$ cat config.mk
export PLATFORM = sky130hd
export DESIGN_NAME = lidar_window_target_follower_core
export DESIGN_NICKNAME = d
export VERILOG_FILES = /design/src/hdl/lwtf_pkg.sv /design/src/hdl/lwtf_front.sv /design/src/hdl/lwtf_queue.sv /design/src/hdl/lwtf_back.sv /design/src/hdl/lidar_window_target_follower_core.sv
export SDC_FILE = /design/constraint.sdc
export NUM_CORES = 2
export LEC_CHECK = 0
export BUFFER_PORTS_ARGS = -buffer_cell sky130_fd_sc_hd__buf_2
export CAP_MARGIN = 20
export CORE_ASPECT_RATIO = 1.25
export CORE_UTILIZATION = 64
export CTS_CLUSTER_SIZE = 14
export DETAILED_ROUTE_END_ITERATION = 8
export PLACE_DENSITY = 0.82
export SETUP_SLACK_MARGIN = 0.5
export SLEW_MARGIN = 20
export SYNTH_ARGS = -nofsm -noshare
export SYNTH_HDL_FRONTEND = slang
export SYNTH_SLANG_ARGS = --single-unit
$ cat constraint.sdc
create_clock -name clk -period 11.63 [get_ports clk]
set_input_delay 1.163 -clock clk [delete_from_list [all_inputs] [get_ports clk]]
set_output_delay 1.163 -clock clk [all_outputs]
set_load 0.005 [all_outputs]
$ cat src/hdl/lwtf_pkg.sv
// Package for the lidar window target follower: payload structs, configuration
// record, result mode codes, register indexes and queue sizing.
// No dependencies; every other file of the block uses it by scoped names.
package lwtf_pkg;

	// Scan summaries that may wait between the front and the back part.
	localparam int QDEPTH = 4;
	localparam int QAW    = $clog2(QDEPTH);
	localparam int QCW    = $clog2(QDEPTH + 1);

	localparam int CFG_IDX_W = 4;

	// Configuration register indexes.
	localparam logic [CFG_IDX_W-1:0] REG_DISTANCE_GAIN     = 4'd0;
	localparam logic [CFG_IDX_W-1:0] REG_ANGLE_GAIN        = 4'd1;
	localparam logic [CFG_IDX_W-1:0] REG_LINEAR_LIMIT      = 4'd2;
	localparam logic [CFG_IDX_W-1:0] REG_ANGULAR_LIMIT     = 4'd3;
	localparam logic [CFG_IDX_W-1:0] REG_HOLD_DISTANCE     = 4'd4;
	localparam logic [CFG_IDX_W-1:0] REG_DISTANCE_DEADBAND = 4'd5;
	localparam logic [CFG_IDX_W-1:0] REG_HEADING_DEADBAND  = 4'd6;
	localparam logic [CFG_IDX_W-1:0] REG_SEARCH_TURN_RATE  = 4'd7;

	// Result modes.
	localparam logic [1:0] MODE_LOST   = 2'd0;
	localparam logic [1:0] MODE_ALIGN  = 2'd1;
	localparam logic [1:0] MODE_FOLLOW = 2'd2;
	localparam logic [1:0] MODE_STOP   = 2'd3;

	typedef struct packed {
		logic        [15:0] point_range;
		logic signed [15:0] point_angle;
		logic               point_ok;
		logic signed [15:0] window_low;
		logic signed [15:0] window_high;
		logic               camera_stale;
		logic               scan_end;
	} point_t;

	typedef struct packed {
		logic        [1:0]  follow_mode;
		logic signed [15:0] linear_cmd;
		logic signed [15:0] angular_cmd;
		logic               target_valid;
		logic        [15:0] target_distance;
		logic signed [15:0] target_bearing;
	} result_t;

	// One finished scan, handed from the front to the back part.
	typedef struct packed {
		logic               tvalid;
		logic        [15:0] near_range;
		logic signed [15:0] bear;
	} scan_t;

	typedef struct packed {
		logic        [11:0] distance_gain;
		logic        [11:0] angle_gain;
		logic        [14:0] linear_limit;
		logic        [14:0] angular_limit;
		logic        [15:0] hold_distance;
		logic        [15:0] distance_deadband;
		logic        [14:0] heading_deadband;
		logic signed [15:0] search_turn_rate;
	} cfg_t;

	localparam cfg_t CFG_RESET = '{
		distance_gain:     12'd205,
		angle_gain:        12'd384,
		linear_limit:      15'd300,
		angular_limit:     15'd410,
		hold_distance:     16'd700,
		distance_deadband: 16'd250,
		heading_deadband:  15'd1638,
		search_turn_rate:  16'sd287
	};

endpackage

$ cat src/hdl/lwtf_front.sv
// Front part of the lidar window target follower: window test and nearest
// point search over one scan, emits a scan summary on the last point.
// Depends on lwtf_pkg.
module lwtf_front (
	input  logic               clk,
	input  logic               arst_n,
	input  logic               accept,
	input  lwtf_pkg::point_t   point,
	output logic               sum_push,
	output lwtf_pkg::scan_t    sum_data
);

	logic        [15:0] nearest_range_q;
	logic signed [15:0] nearest_bearing_q;
	logic               have_q;

	logic signed [15:0] win_min;
	logic signed [15:0] win_max;
	logic               in_window;
	logic               take;
	logic        [15:0] cand_range;
	logic signed [15:0] cand_bearing;
	logic               cand_have;
	logic               tvalid;

	always_comb begin
		if (point.window_low > point.window_high) begin
			win_min = point.window_high;
			win_max = point.window_low;
		end else begin
			win_min = point.window_low;
			win_max = point.window_high;
		end
		in_window = point.point_ok && (point.point_angle >= win_min)
			&& (point.point_angle <= win_max);
		// Strictly smaller range wins, so the earlier point keeps a tie.
		take = in_window && (!have_q || (point.point_range < nearest_range_q));
		cand_range   = take ? point.point_range : nearest_range_q;
		cand_bearing = take ? point.point_angle : nearest_bearing_q;
		cand_have    = have_q || take;
		tvalid       = cand_have && !point.camera_stale;
	end

	assign sum_push            = accept && point.scan_end;
	assign sum_data.tvalid     = tvalid;
	assign sum_data.near_range = tvalid ? cand_range : 16'd0;
	assign sum_data.bear       = tvalid ? cand_bearing : 16'sd0;

	always_ff @(posedge clk or negedge arst_n) begin
		if (!arst_n) begin
			nearest_range_q   <= '0;
			nearest_bearing_q <= '0;
			have_q            <= 1'b0;
		end else if (accept) begin
			if (point.scan_end) begin
				nearest_range_q   <= '0;
				nearest_bearing_q <= '0;
				have_q            <= 1'b0;
			end else begin
				nearest_range_q   <= cand_range;
				nearest_bearing_q <= cand_bearing;
				have_q            <= cand_have;
			end
		end
	end

endmodule

$ cat src/hdl/lwtf_queue.sv
// Short register queue of scan summaries between the front and back parts.
// Depends on lwtf_pkg.
module lwtf_queue (
	input  logic                    clk,
	input  logic                    arst_n,
	input  logic                    wr_en,
	input  lwtf_pkg::scan_t         wr_data,
	input  logic                    rd_en,
	output lwtf_pkg::scan_t         rd_data,
	output logic                    nonempty,
	output logic                    full,
	output logic [lwtf_pkg::QCW-1:0] count
);

	lwtf_pkg::scan_t               slots_q [lwtf_pkg::QDEPTH];
	logic [lwtf_pkg::QAW-1:0]      wr_ptr_q;
	logic [lwtf_pkg::QAW-1:0]      rd_ptr_q;
	logic [lwtf_pkg::QCW-1:0]      count_q;

	assign rd_data  = slots_q[rd_ptr_q];
	assign nonempty = (count_q != '0);
	assign full     = (count_q == lwtf_pkg::QCW'(lwtf_pkg::QDEPTH));
	assign count    = count_q;

	always_ff @(posedge clk) begin
		if (wr_en) begin
			slots_q[wr_ptr_q] <= wr_data;
		end
	end

	always_ff @(posedge clk or negedge arst_n) begin
		if (!arst_n) begin
			wr_ptr_q <= '0;
			rd_ptr_q <= '0;
			count_q  <= '0;
		end else begin
			if (wr_en) begin
				wr_ptr_q <= wr_ptr_q + 1'b1;
			end
			if (rd_en) begin
				rd_ptr_q <= rd_ptr_q + 1'b1;
			end
			if (wr_en && !rd_en) begin
				count_q <= count_q + 1'b1;
			end else if (rd_en && !wr_en) begin
				count_q <= count_q - 1'b1;
			end
		end
	end

endmodule

$ cat src/hdl/lwtf_back.sv
// Back part of the lidar window target follower: mode decision, gain
// products, scaling and saturation, and the result output register.
// Depends on lwtf_pkg.
module lwtf_back (
	input  logic              clk,
	input  logic              arst_n,
	input  lwtf_pkg::cfg_t    cfg,
	input  logic              sum_avail,
	input  lwtf_pkg::scan_t   sum_data,
	output logic              sum_pop,
	input  logic              pop,
	output logic              empty,
	output lwtf_pkg::result_t result
);

	// Saturate a scaled product to plus or minus the limit.
	function automatic logic signed [15:0] sat(input logic signed [21:0] v,
		input logic [14:0] lim);
		logic signed [21:0] pl;
		logic signed [21:0] nl;
		logic signed [21:0] r;
		begin
			pl = $signed({7'd0, lim});
			nl = -pl;
			if (v > pl) begin
				r = pl;
			end else if (v < nl) begin
				r = nl;
			end else begin
				r = v;
			end
			sat = r[15:0];
		end
	endfunction

	// Stage 1 decision and products.
	logic signed [16:0] bear17;
	logic        [16:0] abs_a;
	logic signed [16:0] derr;
	logic        [16:0] abs_d;
	logic        [1:0]  mode_c;
	logic signed [29:0] prod_d_c;
	logic signed [28:0] prod_a_c;

	logic               valid_s1;
	logic        [1:0]  mode_s1;
	logic               angle_on_s1;
	logic signed [29:0] prod_d_s1;
	logic signed [28:0] prod_a_s1;
	lwtf_pkg::scan_t    sum_s1;

	logic               valid_s2;
	lwtf_pkg::result_t  res_s2;

	logic               advance2;
	logic               s1_ready;

	logic signed [21:0] sh_d;
	logic signed [21:0] sh_a;
	logic signed [15:0] lin_sat;
	logic signed [15:0] ang_sat;
	logic signed [15:0] ang_neg;
	lwtf_pkg::result_t  res_c;

	always_comb begin
		bear17 = {sum_data.bear[15], sum_data.bear};
		abs_a  = bear17[16] ? 17'(-bear17) : 17'(bear17);
		derr   = $signed({1'b0, sum_data.near_range})
			- $signed({1'b0, cfg.hold_distance});
		abs_d  = derr[16] ? 17'(-derr) : 17'(derr);
		if (!sum_data.tvalid) begin
			mode_c = lwtf_pkg::MODE_LOST;
		end else if (abs_a > {2'b00, cfg.heading_deadband}) begin
			mode_c = lwtf_pkg::MODE_ALIGN;
		end else if (abs_d < {1'b0, cfg.distance_deadband}) begin
			mode_c = lwtf_pkg::MODE_STOP;
		end else begin
			mode_c = lwtf_pkg::MODE_FOLLOW;
		end
		prod_d_c = $signed({1'b0, cfg.distance_gain}) * derr;
		prod_a_c = $signed({1'b0, cfg.angle_gain}) * sum_data.bear;
	end

	assign advance2 = !valid_s2 || pop;
	assign s1_ready = !valid_s1 || advance2;
	assign sum_pop  = sum_avail && s1_ready;

	// Stage 2: floor divide by 256 is an arithmetic shift, then saturate.
	always_comb begin
		sh_d    = prod_d_s1[29:8];
		sh_a    = {prod_a_s1[28], prod_a_s1[28:8]};
		lin_sat = sat(sh_d, cfg.linear_limit);
		ang_sat = sat(sh_a, cfg.angular_limit);
		ang_neg = -ang_sat;

		res_c.follow_mode     = mode_s1;
		res_c.linear_cmd      = '0;
		res_c.angular_cmd     = '0;
		res_c.target_valid    = sum_s1.tvalid;
		res_c.target_distance = sum_s1.near_range;
		res_c.target_bearing  = sum_s1.bear;
		case (mode_s1)
			lwtf_pkg::MODE_LOST: begin
				res_c.angular_cmd = cfg.search_turn_rate;
			end
			lwtf_pkg::MODE_ALIGN: begin
				res_c.angular_cmd = ang_neg;
			end
			lwtf_pkg::MODE_FOLLOW: begin
				res_c.linear_cmd = lin_sat;
				if (angle_on_s1) begin
					res_c.angular_cmd = ang_neg;
				end
			end
			default: begin
			end
		endcase
	end

	always_ff @(posedge clk) begin
		if (sum_pop) begin
			mode_s1     <= mode_c;
			angle_on_s1 <= (abs_a >= {2'b00, cfg.heading_deadband});
			prod_d_s1   <= prod_d_c;
			prod_a_s1   <= prod_a_c;
			sum_s1      <= sum_data;
		end
		if (advance2 && valid_s1) begin
			res_s2 <= res_c;
		end
	end

	always_ff @(posedge clk or negedge arst_n) begin
		if (!arst_n) begin
			valid_s1 <= 1'b0;
			valid_s2 <= 1'b0;
		end else begin
			if (s1_ready) begin
				valid_s1 <= sum_avail;
			end
			if (advance2) begin
				valid_s2 <= valid_s1;
			end
		end
	end

	assign empty  = !valid_s2;
	assign result = res_s2;

endmodule

$ cat src/hdl/lidar_window_target_follower_core.sv
// Top level of the lidar window target follower: configuration registers,
// front point search, summary queue and back command computation.
// Depends on lwtf_pkg, lwtf_front, lwtf_queue and lwtf_back.
//
// Usage: lidar points of a scan are pushed one per transaction on the input
// queue port (push/full). A point may be pushed in every clock cycle. Points
// that are usable and whose bearing lies inside the camera window compete
// for the nearest target; the point flagged scan_end closes the scan and
// produces exactly one result, other points produce none.
// Results are read from the output queue port (empty/pop): while empty is
// low the oldest result is on the result port, and pop takes it.
// Path: a scan_end point's summary is written into the summary queue at the
// accepting edge, then the product stage and the output register take it in
// turn; a result left untaken in the output register holds both back.
// Throughput: one point per cycle. full rises only when the summary queue
// holds its four pending scan results, which can happen only while the
// receiver leaves results untaken; a stalled receiver then stalls the input.
// Configuration writes use cfg_valid/cfg_ready (always ready) with a
// register index and data; unknown indexes are ignored. Writes are expected
// only while no scan result is outstanding.
// Reset (arst_n low) loads the documented register defaults, clears the
// nearest point search and empties the queue and the output register.
module lidar_window_target_follower_core (
	input  logic                              clk,
	input  logic                              arst_n,
	input  logic                              push,
	output logic                              full,
	input  lwtf_pkg::point_t                  point,
	output logic                              empty,
	input  logic                              pop,
	output lwtf_pkg::result_t                 result,
	input  logic                              cfg_valid,
	output logic                              cfg_ready,
	input  logic [lwtf_pkg::CFG_IDX_W-1:0]    cfg_index,
	input  logic [15:0]                       cfg_data
);

	lwtf_pkg::cfg_t              cfg_q;
	logic                        in_accept;
	logic                        sum_push;
	lwtf_pkg::scan_t             sum_wr;
	lwtf_pkg::scan_t             sum_rd;
	logic                        sum_avail;
	logic                        sum_pop;
	logic                        q_full;
	logic [lwtf_pkg::QCW-1:0]    q_count;
	logic                        out_take;

	assign cfg_ready = 1'b1;
	assign full      = q_full;
	assign in_accept = push && !q_full;
	assign out_take  = pop && !empty;

	// Configuration registers; each write keeps the register's own width.
	always_ff @(posedge clk or negedge arst_n) begin
		if (!arst_n) begin
			cfg_q <= lwtf_pkg::CFG_RESET;
		end else if (cfg_valid && cfg_ready) begin
			case (cfg_index)
				lwtf_pkg::REG_DISTANCE_GAIN:     cfg_q.distance_gain     <= cfg_data[11:0];
				lwtf_pkg::REG_ANGLE_GAIN:        cfg_q.angle_gain        <= cfg_data[11:0];
				lwtf_pkg::REG_LINEAR_LIMIT:      cfg_q.linear_limit      <= cfg_data[14:0];
				lwtf_pkg::REG_ANGULAR_LIMIT:     cfg_q.angular_limit     <= cfg_data[14:0];
				lwtf_pkg::REG_HOLD_DISTANCE:     cfg_q.hold_distance     <= cfg_data;
				lwtf_pkg::REG_DISTANCE_DEADBAND: cfg_q.distance_deadband <= cfg_data;
				lwtf_pkg::REG_HEADING_DEADBAND:  cfg_q.heading_deadband  <= cfg_data[14:0];
				lwtf_pkg::REG_SEARCH_TURN_RATE:  cfg_q.search_turn_rate  <= $signed(cfg_data);
				default: begin
				end
			endcase
		end
	end

	// The front closes the scan and hands a summary to the queue.
	lwtf_front u_front (
		.clk      (clk),
		.arst_n   (arst_n),
		.accept   (in_accept),
		.point    (point),
		.sum_push (sum_push),
		.sum_data (sum_wr)
	);

	lwtf_queue u_queue (
		.clk      (clk),
		.arst_n   (arst_n),
		.wr_en    (sum_push),
		.wr_data  (sum_wr),
		.rd_en    (sum_pop),
		.rd_data  (sum_rd),
		.nonempty (sum_avail),
		.full     (q_full),
		.count    (q_count)
	);

	// The back turns summaries into commands at its own pace.
	lwtf_back u_back (
		.clk       (clk),
		.arst_n    (arst_n),
		.cfg       (cfg_q),
		.sum_avail (sum_avail),
		.sum_data  (sum_rd),
		.sum_pop   (sum_pop),
		.pop       (out_take),
		.empty     (empty),
		.result    (result)
	);

`ifndef NO_ASSERTIONS
	// A lost result never carries a target or a linear command.
	a_lost_clean: assert property (@(posedge clk) disable iff (!arst_n)
		(!empty && result.follow_mode == lwtf_pkg::MODE_LOST) |->
		(result.linear_cmd == 16'sd0 && !result.target_valid
			&& result.target_distance == 16'd0))
		else $error("lost result carries target data or linear command");

	// A valid target always leads to one of the tracking modes.
	a_valid_mode: assert property (@(posedge clk) disable iff (!arst_n)
		(!empty && result.target_valid) |->
		(result.follow_mode != lwtf_pkg::MODE_LOST))
		else $error("valid target reported as lost");

	// Points that do not end a scan never occupy the summary queue.
	a_no_mid_scan_push: assert property (@(posedge clk) disable iff (!arst_n)
		(in_accept && !point.scan_end && !sum_pop) |=>
		(q_count == $past(q_count)))
		else $error("summary queue changed on a mid-scan point");

	// The queue count stays within its depth.
	a_count_bound: assert property (@(posedge clk) disable iff (!arst_n)
		(q_count <= lwtf_pkg::QCW'(lwtf_pkg::QDEPTH)))
		else $error("summary queue count beyond depth");
`endif

endmodule

==> results.yml <==
status:
  outcome: "finished, final reports clean"
sta:
  hold_viol_final: 0
  rsz0062_at_grt: "no"
  slew_headroom: 0.2989
  slew_violations: 0
  tightest_slew_ns: 1.048
  fmax_mhz: 101.3
  fin_crit_sh: 0.8491
  hold_ws_ns: 0.4093
  setup_tns_ns: 0
  fin_skew_ns: 0.03088
  period_needed_ns: 9.875
  finalSetupViolCount: 0
clock_network:
  cts_setup_buffers: 0
  cts.htree.levels: 2
  root_buffer: "clkbuf_16"
  cts_hold_buf: 0
  ctsResizeCount: 0
  numCtsBuffers: 44
  clkSinkCount: 437
  clk_pin_slew_worst_paths_ns: 0.07
  cts_tree: "done"
  clockBufferDepth: 3
  clk_latency_ns: 0.62
route:
  route.vias.total: 26688
  post_drt_wl_per_cell_um: 20.63
  routed_wl_um: 91790
  drt-initial-drc-count: 2110
  drtPass1Iterations: 7
  drc: 0
  detail-route-antenna-nets: 0
  viasPerCell: 5.997
yosys:
  synth_area_mm2: 0.03736
  ys_seq_area_frac: 0.3313
  syn_inst: 3552
  yosys_most_used_dff: "edfxtp_1"
  synth_edf_count: 278
  yosysWarnings: 0
  synth.avg_cell_area_um2: 10.52
  ys_types: 82
  async_reset_ff_frac: 0.3638
  synth_nets: 4329
  synth-seq-cells: 437
floorplan:
  die_h_um: 272.1
  pin_count: 162
  core_area_mm2: 0.05739
  start_util: 0.6511
  dieArea_mm2: 0.05935
  die_w_um: 218.1
  rows: 98
critical_path:
  end_kind: "flop"
  cp_max_fo: 15
  r2r_slack_ns: 1.75
  crit_type: "reg -> reg"
  cp_slowest_cell: "a2111oi_0"
  path_common_cell: "fa_1"
  crit_path_start_kind: "flop"
  r2r_cells: 32
  required_ns: 11.98
  critPathLaunch: "u_queue.rd_ptr_q[0]"
  crit_arrival_ns: 10.22
  worstReg2RegStart: "u_queue.rd_ptr_q[0]"
  slowest_delay_ns: 0.73
  r2r-end: "u_back.prod_d_s1[29]"
cells_and_area:
  area_growth_pct: 8.392
  drive_above_1_share: 0.1203
  seqCellArea_mm2: 0.01238
  multi_input_area_mm2: 0.02231
  nFillCells: 4039
  final_nets: 4440
placed_design:
  dp_hpwl_um: 66740
  port_buffers: 160
  gp_congestion: 0.9632
global_routing:
  grt_antenna_before_repair: 3
  grt_overflow: 0
  grt_pass1_vias: 28387
  grt_max_degree: 67
  grt_pass1_wl_um: 147900
  grt_use_total: 0.3226
min_path:
  hold_end: "u_back.result[20]"
  hold_path.class: "reg -> reg"
  whs_path_depth: 0
  worstHoldStart: "u_back.res_c[20]"
flow_run:
  cap_violations: 0
per-stage QoR:
| step | instance area (um2) | instances | setup WS, ns | utilization |
|---|---|---|---|---|
| global placement | 38940 | 4367 | 2.173 | 0.6786 |
| CTS | 40490 | 4449 | 1.823 | 0.7056 |
| floorplan | 37360 | 3552 | 1.202 | - |
| detailed placement | 38940 | 4367 | 1.881 | 0.6786 |
| finish | 40500 | 4450 | 1.755 | 0.7057 |
| global route | 40490 | 4449 | 1.167 | 0.7057 |
synthesized netlist by cell type, types with 8 or more instances:
master / number / area (um2)
a211oi_1: 17 / 127.6
a21o_1: 44 / 330.3
a21oi_1: 102 / 510.5
a22o_1: 12 / 105.1
a22oi_1: 20 / 150.1
and2_1: 191 / 1195
and3_1: 21 / 131.4
buf_1: 10 / 37.54
buf_2: 8 / 40.04
clkbuf_1: 109 / 409.1
dfrtp_1: 119 / 2978
dfstp_2: 40 / 1051
edfxtp_1: 278 / 8348
fa_1: 366 / 7327
ha_1: 319 / 3991
inv_1: 598 / 2245
mux2_2: 77 / 867.1
mux2i_1: 72 / 720.7
mux4_2: 33 / 743.2
nand2_1: 364 / 1366
nand2b_1: 23 / 143.9
nand3_1: 29 / 145.1
nand4_1: 34 / 212.7
nor2_1: 139 / 521.8
nor2b_1: 28 / 175.2
nor3_1: 54 / 270.3
nor3b_1: 8 / 60.06
nor4_1: 10 / 62.56
o211ai_1: 8 / 60.06
o21a_1: 33 / 247.7
o21ai_0: 133 / 665.6
o22ai_1: 17 / 106.4
xnor2_1: 105 / 919.6
xor2_1: 20 / 175.2
cells in the final DEF, fill, tap and decap left out, types with 7 or more instances in the layout:
master     synthesis  final
nor2_1           139    139
buf_4              3     35
bufinv_16          0      7
clkbuf_16          0     44
nand2b_1          23     23
nor3_1            54     53
ha_1             319    319
nand4_1           34     34
xor2_1            20     20
a211oi_1          17     17
edfxtp_1         278    278
a21oi_1          102     98
o211ai_1           8      8
buf_2              8    159
clkbuf_1         109     11
xnor2_1          105    103
and2_1           191    190
mux2_2            77     77
fa_1             366    366
inv_1            598    598
mux2i_1           72     72
nor4_1            10      9
a22o_1            12     12
nand3_1           29     29
a22oi_1           20     20
o21ai_0          133    132
dfrtp_1          119    118
nand2_1          364    364
mux4_2            33     33
dfstp_2           40     40
nor2b_1           28     28
o22ai_1           17     17
o21a_1            33     33
and3_1            21     21
a21o_1            44     44
worst max-delay path, delay by kind of cell (launching register included):
kind / cells / cell delay [ns]
AOI/OAI and AO/OA: 15 / 4.18
xor gates and xnor gates: 1 / 0.13
adders and majority gates: 8 / 3.56
buffers and inverters: 5 / 0.29
DFF: 1 / 0.60
muxes: 1 / 0.56
and+or+nand+nor: 2 / 0.29
how the worst max path moves through the flow:
stage                                       to  cells after the start
final                     u_back.prod_d_s1[29]                     32
after CTS                 u_back.prod_d_s1[29]                     35
after floorplan           u_back.prod_d_s1[29]                     35
after global routing      u_back.prod_d_s1[29]                     36
after detailed placement  u_back.prod_d_s1[29]                     35
after global placement    u_back.prod_d_s1[29]                     35
state kept, by name, summed over array words and instances (netlist names):
name and count:
u_back.valid_s2 1, u_front.nearest_bearing_q 16, u_back.valid_s1 1, u_back.result 67, u_queue.wr_ptr_q 2, u_back.mode_s1 2
u_queue.slots_q 132, u_back.res_c 33, u_back.prod_a_s1 21, u_queue.count 3, cfg_q 117, u_front.nearest_range_q 16
u_queue.rd_ptr_q 2, u_front.have_q 1, u_back.angle_on_s1 1, u_back.prod_d_s1 22
per-layer routing:
layer	track usage	vias up	share of wire	wire, um
met2	0.5566	1090	0.51	46380
li1	-	11978	-	-
met5	0	-	0.00019	17
met3	0.05215	291	0.069	6323
met1	0.3836	13327	0.37	33660
met4	0.1794	2	0.059	5409
cell families (layout without fill, tap and decap cells):
logic type	count (synthesis)	after routing	synth area share
and+or+nand+nor	935	935	0.1221
buffers and inverters	729	876	0.07381
adders and majority gates	685	685	0.3029
AOI/OAI and AO/OA	457	457	0.07766
DFF	437	437	0.3313
muxes	182	182	0.06239
xor gates and xnor gates	126	126	0.02974
other	1	2	0.0001004
area by class of cell:
cell class	instances	area share
Multi-Input combinational cell	2386	0.5510
Sequential cell	437	0.3057
Inverter	599	0.05552
Clock buffer	57	0.02889
Timing Repair Buffer	195	0.02642
Tap cell	750	0.02317
Clock inverter	25	0.009300
Antenna cell	1	0.00006179
Power is not shown: default switching activity piles up to over one toggle a cycle in this logic, so the estimate is an artifact.
